==> src/rtl/bmp_crop_pkg.sv <==
`timescale 1ns / 1ps

package bmp_crop_pkg;

	// Source and window limits
	localparam int MAX_WIDTH       = 4096;
	localparam int MAX_HEIGHT      = 4096;
	localparam int BYTES_PER_PIXEL = 3;

	// Field widths
	localparam int DIM_W   = 13;  // src_width, src_height, crop_w, crop_h
	localparam int POS_W   = 12;  // crop_x, crop_y, row counter
	localparam int COL_W   = 14;  // byte-in-row counter
	localparam int CFG_W   = 13;  // widest register
	localparam int CFG_A_W = 3;
	localparam int BEAT_W  = 2;   // up to four beats per input byte

	typedef enum logic [CFG_A_W-1:0] {
		CFG_SRC_WIDTH  = 3'd0,
		CFG_SRC_HEIGHT = 3'd1,
		CFG_CROP_X     = 3'd2,
		CFG_CROP_Y     = 3'd3,
		CFG_CROP_W     = 3'd4,
		CFG_CROP_H     = 3'd5
	} cfg_idx_t;

	// Pads needed to bring 3*pixels up to a multiple of four: pixels mod 4
	function automatic logic [1:0] pad_for(input logic [DIM_W-1:0] pixels);
		return pixels[1:0];
	endfunction

	// Clamp a dimension into 1..max
	function automatic logic [DIM_W-1:0] clamp_dim(input logic [DIM_W-1:0] v,
			input logic [DIM_W-1:0] max_v);
		logic [DIM_W-1:0] r;
		if (v == '0) begin
			r = DIM_W'(1);
		end else if (v > max_v) begin
			r = max_v;
		end else begin
			r = v;
		end
		return r;
	endfunction

endpackage

==> src/rtl/bmp_region_crop_stream.sv <==
`timescale 1ns / 1ps

// Streaming region-of-interest crop for 24-bit images whose rows are padded to a
// multiple of four bytes. Source bytes enter one per beat in stored row order; the
// block counts the byte position in the row and the row number, passes on the bytes
// inside the window (crop_x, crop_y, crop_w, crop_h) and appends zero pads after the
// last window byte of each output row so that output rows are a multiple of four
// bytes too. row_end marks the last byte of an output row, image_end the last byte
// of the cropped image, and last the final output beat caused by one input byte.
// If the window does not fit inside the (clamped) source, nothing is passed and one
// beat with window_error set is given on the final source byte. Rate: one input byte
// per cycle; an input byte that closes an output row with pads yields 1 + pads output
// beats (up to four), and the input is stalled until the final beat of the byte held
// in the output register is taken. The decode is one pass of compare logic between
// the row counters and the output register, so a new byte is taken in the same cycle
// the previous byte's final beat leaves. Configuration is written with cfg_we,
// cfg_index, cfg_data while the block is idle; indexes above five are ignored.
module bmp_region_crop_stream
	import bmp_crop_pkg::*;
(
	input  logic               clk,
	input  logic               arst_n,

	input  logic               cfg_we,
	input  logic [CFG_A_W-1:0] cfg_index,
	input  logic [CFG_W-1:0]   cfg_data,

	input  logic               in_valid,
	output logic               in_stall,
	input  logic [7:0]         src_byte,

	output logic               out_valid,
	input  logic               out_stall,
	output logic [7:0]         out_byte,
	output logic               row_end,
	output logic               last,
	output logic               image_end,
	output logic               window_error
);

	localparam logic [DIM_W-1:0] MAX_W_C = DIM_W'(MAX_WIDTH);
	localparam logic [DIM_W-1:0] MAX_H_C = DIM_W'(MAX_HEIGHT);

	// Configuration registers
	logic [DIM_W-1:0] src_width_q, src_height_q, crop_w_q, crop_h_q;
	logic [POS_W-1:0] crop_x_q, crop_y_q;

	// Position counters
	logic [COL_W-1:0] col_q;
	logic [POS_W-1:0] row_q;

	// Output register: one input byte's worth of beats
	logic              out_valid_q;
	logic [BEAT_W-1:0] beat_q;
	logic [BEAT_W-1:0] final_beat_q;
	logic [7:0]        byte_q;
	logic              row_last_q;
	logic              img_last_q;
	logic              err_q;

	// Decode signals
	logic [DIM_W-1:0]   w_c, h_c;
	logic [COL_W:0]     row_bytes_ext;
	logic [COL_W-1:0]   row_bytes;
	logic               row_done, img_done, win_ok;
	logic [COL_W-1:0]   x_end, y_end, x0;
	logic [COL_W+1:0]   x1;
	logic               in_rows, in_cols, hit, row_last, img_last;
	logic [1:0]         pads;
	logic               accept, fin, take_final, produce;

	always_ff @(posedge clk or negedge arst_n) begin
		if (!arst_n) begin
			src_width_q  <= DIM_W'(1);
			src_height_q <= DIM_W'(1);
			crop_x_q     <= '0;
			crop_y_q     <= '0;
			crop_w_q     <= DIM_W'(1);
			crop_h_q     <= DIM_W'(1);
		end else if (cfg_we) begin
			unique case (cfg_index)
				CFG_SRC_WIDTH:  src_width_q  <= cfg_data;
				CFG_SRC_HEIGHT: src_height_q <= cfg_data;
				CFG_CROP_X:     crop_x_q     <= cfg_data[POS_W-1:0];
				CFG_CROP_Y:     crop_y_q     <= cfg_data[POS_W-1:0];
				CFG_CROP_W:     crop_w_q     <= cfg_data;
				CFG_CROP_H:     crop_h_q     <= cfg_data;
				default: ;  // drop writes beyond the register list
			endcase
		end
	end

	// Source row geometry: 3*w bytes plus pads
	always_comb begin
		w_c = clamp_dim(src_width_q, MAX_W_C);
		h_c = clamp_dim(src_height_q, MAX_H_C);
		row_bytes_ext = {2'b00, w_c} + {1'b0, w_c, 1'b0} + (COL_W+1)'(pad_for(w_c));
		row_bytes = row_bytes_ext[COL_W-1:0];
		// A counter at or beyond its end (after a mid-image write) counts as at the end
		row_done = ({1'b0, col_q} + (COL_W+1)'(1)) >= {1'b0, row_bytes};
		img_done = row_done && (({1'b0, row_q} + DIM_W'(1)) >= h_c);
	end

	// Window geometry
	always_comb begin
		x_end  = {2'b00, crop_x_q} + {1'b0, crop_w_q};
		y_end  = {2'b00, crop_y_q} + {1'b0, crop_h_q};
		win_ok = (crop_w_q != '0) && (crop_h_q != '0) &&
		         (x_end <= {1'b0, w_c}) && (y_end <= {1'b0, h_c});
		x0     = {2'b00, crop_x_q} + {1'b0, crop_x_q, 1'b0};
		x1     = {2'b00, x_end} + {1'b0, x_end, 1'b0};
		in_rows  = (row_q >= crop_y_q) && ({2'b00, row_q} < y_end);
		in_cols  = (col_q >= x0) && ({2'b00, col_q} < x1);
		hit      = win_ok && in_rows && in_cols;
		row_last = ({2'b00, col_q} + (COL_W+2)'(1)) == x1;
		img_last = row_last && (({2'b00, row_q} + COL_W'(1)) == y_end);
		pads     = row_last ? pad_for(crop_w_q) : 2'd0;
		produce  = hit || (!win_ok && img_done);
	end

	// Output beat decode
	assign fin        = (beat_q == final_beat_q);
	assign take_final = out_valid_q && !out_stall && fin;

	// Take a new byte when the output register is empty or its final beat leaves now
	assign in_stall = out_valid_q && !take_final;
	assign accept   = in_valid && !in_stall;

	// Advance the counters on every accepted byte
	always_ff @(posedge clk or negedge arst_n) begin
		if (!arst_n) begin
			col_q <= '0;
			row_q <= '0;
		end else if (accept) begin
			if (row_done) begin
				col_q <= '0;
				row_q <= img_done ? '0 : row_q + POS_W'(1);
			end else begin
				col_q <= col_q + COL_W'(1);
			end
		end
	end

	// Output register control
	always_ff @(posedge clk or negedge arst_n) begin
		if (!arst_n) begin
			out_valid_q <= 1'b0;
			beat_q      <= '0;
		end else begin
			if (accept && produce) begin
				out_valid_q <= 1'b1;
				beat_q      <= '0;
			end else if (take_final) begin
				out_valid_q <= 1'b0;
			end else if (out_valid_q && !out_stall) begin
				beat_q <= beat_q + BEAT_W'(1);
			end
		end
	end

	// Output payload; loaded only with a new byte
	always_ff @(posedge clk) begin
		if (accept && produce) begin
			byte_q       <= src_byte;
			err_q        <= !win_ok;
			row_last_q   <= win_ok && row_last;
			img_last_q   <= win_ok && img_last;
			final_beat_q <= win_ok ? pads : 2'd0;
		end
	end

	// Beat zero carries the source byte; pad beats and the error beat carry zero
	assign out_valid    = out_valid_q;
	assign out_byte     = (beat_q == '0 && !err_q) ? byte_q : 8'h00;
	assign last         = fin;
	assign row_end      = fin && row_last_q;
	assign image_end    = fin && img_last_q;
	assign window_error = err_q;

`ifndef NO_ASSERTIONS
	// An error beat stands alone and marks no row or image end
	a_err_alone: assert property (@(posedge clk) disable iff (!arst_n)
		(out_valid && window_error) |-> (last && !row_end && !image_end && out_byte == 8'h00))
		else $error("window error beat carries stray flags");

	// The image ends only on the last beat of an output row
	a_img_end_row: assert property (@(posedge clk) disable iff (!arst_n)
		(out_valid && image_end) |-> (row_end && last))
		else $error("image_end without row_end and last");

	// A byte is taken while beats are pending only when the final one leaves
	a_accept_busy: assert property (@(posedge clk) disable iff (!arst_n)
		(in_valid && !in_stall && out_valid) |-> (last && !out_stall))
		else $error("input accepted over pending output beats");

	// A stalled beat that is not final must stay, not drop
	a_hold_pending: assert property (@(posedge clk) disable iff (!arst_n)
		(out_valid && !last) |=> out_valid)
		else $error("pending pad beats lost");
`endif

endmodule
==> config.mk <==
export PLATFORM = sky130hd
export DESIGN_NAME = bmp_region_crop_stream
export DESIGN_NICKNAME = d
export VERILOG_FILES = /design/src/rtl/bmp_crop_pkg.sv /design/src/rtl/bmp_region_crop_stream.sv
export SDC_FILE = /design/constraint.sdc
export NUM_CORES = 1
export LEC_CHECK = 0
export BUFFER_PORTS_ARGS = -buffer_cell sky130_fd_sc_hd__buf_2
export CORE_MARGIN = 2
export CORE_UTILIZATION = 45
export CTS_CLUSTER_DIAMETER = 50
export DETAILED_ROUTE_END_ITERATION = 6
export HOLD_SLACK_MARGIN = 0.08
export PLACE_DENSITY = 0.63
export SETUP_SLACK_MARGIN = 0.2
export SYNTH_ARGS = -nofsm -noshare
export SYNTH_HDL_FRONTEND = slang
export SYNTH_SLANG_ARGS = --single-unit
export TNS_END_PERCENT = 20
==> constraint.sdc <==
create_clock -name clk -period 6.33 [get_ports clk]
set_input_delay 0.9495 -clock clk [delete_from_list [all_inputs] [get_ports clk]]
set_output_delay 0.9495 -clock clk [all_outputs]
set_load 0.03 [all_outputs]
==> impl_metrics.env <==
export IMPL_route_vias_total=8748
export IMPL_grt_setup_unrepaired="false"
export IMPL_power_leakage_nw=5.85
export IMPL_r2r_worst_path_cells=21
export IMPL_detail_route_drc_violations=0
export IMPL_avgRoutedWirePerCell_um=18.1
export IMPL_layout_drive_gt1_share_pct=14.3
export IMPL_max_slew_worst_pin_slew_ns=1.07
export IMPL_placementRows=56
export IMPL_maxClockFrequency_ghz=0.176
export IMPL_worst_path_largest_cell_delay_ns=0.42
export IMPL_headroom_to_the_max_slew_limit_pct=28.0
export IMPL_synthesis_nets=1368
export IMPL_post_cts_hold_buffer_count=0
export IMPL_hold_path_class="input pin to async pin"
export IMPL_outcome="finished clean"
export IMPL_timing_final_max_slew_violations=0
export IMPL_crit_reg2reg_capture="byte_q[3]"
export IMPL_antenna_diode_count=0
export IMPL_floorplan_initialDensity_pct=46.1
export IMPL_grt_residual_overflow=0
export IMPL_cts_root_to_sink_buffers=2
export IMPL_rr_startpoint="crop_x_q[0]"
export IMPL_synthesis_area_per_instance_sq_um=9.38
export IMPL_crit_path_arrival_time_ns=5.79
export IMPL_critPathTopFamily="compound AO/OA/AOI/OAI gates"
export IMPL_port_buffers=42
export IMPL_clock_sinks=118
export IMPL_worst_setup_path_type="flop to flop"
export IMPL_dpl_instance_area_sq_um=11500
export IMPL_htree_num_levels=4
export IMPL_grt_util_all_layers_pct=22.4
export IMPL_drt_pre_antenna_iters=5
export IMPL_worst_clock_skew_ns=0.0113
export IMPL_antenna_violating_nets_post_route=0
export IMPL_avgViaCountPerCell=5.68
export IMPL_layout_area_overhead_vs_synth_pct=11.4
export IMPL_grt_antenna_before_repair=0
export IMPL_synth_yosys_warnings=0
export IMPL_clock_latency_ns=0.42
export IMPL_coreArea_sq_um=23600
export IMPL_design_die_area_sq_um=25400
export IMPL_postSynthRegisterBits=118
export IMPL_wire_length_of_the_first_global_routing_pass_mm=45.3
export IMPL_cts_tree="built"
export IMPL_netlist_area_sq_um=10900
export IMPL_timing_setup_tns_ns=0
export IMPL_most_frequent_cell_on_the_critical_path="sky130_fd_sc_hd__ha_1"
export IMPL_timing_hold_violations_final=0
export IMPL_worstPathCellList="ha_1 > fa_1 > a21o_1 > a21oi_1 > o21ai_0 > and2_1 > nor3_1 > o31ai_1 > o41a_1 > xor2_1 > ha_1 > or2_2 > or4_1 > o221ai_1 > ha_1 > o21ai_0 > nand2b_1 > o211ai_1 > o221ai_1 > a21oi_1 > buf_4"
export IMPL_route_final_wire_length_mm=27.8
export IMPL_post_cts_setup_buffer_count=0
export IMPL_crit_path_max_fanout=13
export IMPL_synth_sequential_area_ratio_pct=27.8
export IMPL_grt_max_degree=74
export IMPL_worst_endpoint_required_ns=6.44
export IMPL_cts_made_buffers=17
export IMPL_nets=1416
export IMPL_design_power_total_mw=6.81
export IMPL_netlist_cell_type_count=78
export IMPL_first_global_vias=8386
export IMPL_worst_setup_hold_path_clk_slew_ns=0.06
export IMPL_ys_dominant_reg_cell="sky130_fd_sc_hd__dfrtp_1"
export IMPL_die_height_um=159
export IMPL_synthArstFlopShare_pct=89.0
export IMPL_timing_reg2reg_setup_slack_ns=0.66
export IMPL_maxCapViolCount=0
export IMPL_count_of_buffering_cells_on_the_critical_path_with_inverters_included=1
export IMPL_drt_iter0_markers=649
export IMPL_critical_path_slowest_cell="sky130_fd_sc_hd__dfrtp_1"
export IMPL_synth_enable_flop_cells=13
export IMPL_ctsRootBufferMaster="sky130_fd_sc_hd__clkbuf_16"
export IMPL_worstSetupStartpointType="flop"
export IMPL_post_route_cell_area_sq_um=12100
export IMPL_power_per_cell_area_nw_per_um2=562
export IMPL_finalWorstPathRequiredPeriod_ns=5.67
export IMPL_syn_inst=1159
export IMPL_peak_supply_drop_uv=260
export IMPL_die_w_um=159
export IMPL_cts_resized_gates=0
export IMPL_num_io_pins=43
export IMPL_dp_hpwl_mm=22.2
export IMPL_cp_end_kind="flop"
export IMPL_min_period_over_period_pct=89.6
export IMPL_setup_violations=0
export IMPL_finalWeightedCongestion=0.881
## synth_stat cells (all sizes together) (5+ instances only)
| library cell | instances | share of area, % |
|---|---|---|
| a2111oi | 6 | 0.48 |
| a211oi | 14 | 1.1 |
| a21o | 31 | 2.1 |
| a21oi | 59 | 2.7 |
| a22o | 6 | 0.48 |
| a31oi | 7 | 0.40 |
| and2 | 17 | 0.98 |
| and3 | 11 | 0.68 |
| and4 | 7 | 0.56 |
| clkbuf | 14 | 0.48 |
| dfrtp | 101 | 23 |
| edfxtp | 13 | 3.6 |
| fa | 5 | 0.92 |
| ha | 175 | 20 |
| inv | 96 | 3.3 |
| mux2 | 71 | 7.4 |
| nand2 | 86 | 3.0 |
| nand2b | 15 | 0.86 |
| nand3 | 28 | 1.4 |
| nand4 | 16 | 0.98 |
| nor2 | 59 | 2.0 |
| nor2b | 12 | 0.69 |
| nor3 | 24 | 1.1 |
| nor4 | 16 | 0.98 |
| o211ai | 9 | 0.62 |
| o21a | 11 | 0.76 |
| o21ai | 62 | 2.9 |
| o21bai | 6 | 0.41 |
| o311ai | 5 | 0.40 |
| o31ai | 12 | 0.83 |
| or2 | 7 | 0.40 |
| xnor2 | 59 | 5.0 |
| xor2 | 32 | 2.6 |
## worst max path at each step
stage | from | to | slack, ns | cells past startpoint
2_1_floorplan | crop_x_q[0] | byte_q[0] | 0.85 | 20
3_3_place_gp | crop_x_q[0] | byte_q[5] | 0.88 | 21
3_5_place_dp | crop_x_q[0] | byte_q[2] | 0.71 | 21
4_1_cts | crop_x_q[0] | byte_q[2] | 0.67 | 21
5_1_grt | crop_x_q[0] | window_error | 0.28 | 23
6_report | crop_x_q[0] | byte_q[3] | 0.66 | 21
## worst register-to-register path, delay by kind of cell, from the launching register on
family,cells,cell delay (ns)
xor+xnor,1,0.33
fa+ha+maj,4,1.29
buf+inv,1,0.23
simple gates,5,1.13
compound gates,10,1.96
flops,1,0.42
## report_power, final
part | leakage, nW | switching, mW | internal (mW)
clock network | 0.316 | 0.390 | 0.697
logic | 4.12 | 2.52 | 1.98
registers | 1.41 | 0.256 | 0.967
total | 5.85 | 3.16 | 3.65
## stage by stage
| stage | setup slack [ns] | instances | utilization [%] | hold slack [ns] |
|---|---|---|---|---|
| 3_5_place_dp | 0.705 | 1507 | 48.5 | 0.527 |
| 4_1_cts | 0.666 | 1539 | 51.3 | 0.488 |
| 3_3_place_gp | 0.884 | 1507 | 48.5 | 0.518 |
| 6_report | 0.656 | 1539 | 51.3 | 0.472 |
| 5_1_grt | 0.279 | 1539 | 51.3 | 0.512 |
| 2_1_floorplan | 0.847 | 1159 | - | 0.504 |
## routing by layer
layer	GRT usage, %	routed length (um)	vias to the layer above
met3	3.07	1250	28
met5	0	0	-
met1	34.5	14800	4169
met4	5.70	468	0
met2	32.7	11300	200
li1	-	-	4351
## sequential cells by signal, summed over array words and instances, names as in the netlist
signal,flops
img_last_q,1
byte_q,8
row_q,12
col_q,14
crop_h_q,13
crop_x_q,12
crop_w_q,13
row_last_q,1
crop_y_q,12
window_error,1
src_width_q,13
final_beat_q,2
beat_q,2
out_valid,1
src_height_q,13
## cells by family after synthesis
| logic type | after synthesis | share of synthesized area (%) |
|---|---|---|
| simple gates | 317 | 15.2 |
| xor+xnor | 96 | 8.62 |
| compound gates | 263 | 16.0 |
| buf+inv | 113 | 3.91 |
| flops | 118 | 27.8 |
| mux | 72 | 7.44 |
| fa+ha+maj | 180 | 21.1 |
## layout make-up
type	instances	area (sq um)
multi-input cells	928	7440
clock buffers	19	464
inverters	96	360
fillers	2202	11500
clock inverters	13	191
well taps	319	399
flip-flops and latches	118	3020
repair buffers	46	243
## cells in the final DEF (no fill, tap or decap), drive strengths merged, types with 12 or more instances in the layout
cell type / netlist / layout
o21ai: 62 / 62
a21o: 31 / 31
nor2: 59 / 59
dfrtp: 101 / 101
nand4: 16 / 16
nand2b: 15 / 15
a21oi: 59 / 59
a211oi: 14 / 14
and2: 17 / 17
nand2: 86 / 86
nor3: 24 / 24
edfxtp: 13 / 13
clkbuf: 14 / 19
xor2: 32 / 32
o31ai: 12 / 12
nand3: 28 / 28
nor4: 16 / 16
xnor2: 59 / 59
ha: 175 / 175
inv: 96 / 99
mux2: 71 / 71
buf: 3 / 46
nor2b: 12 / 12
Power figures use the tool's default switching activity.
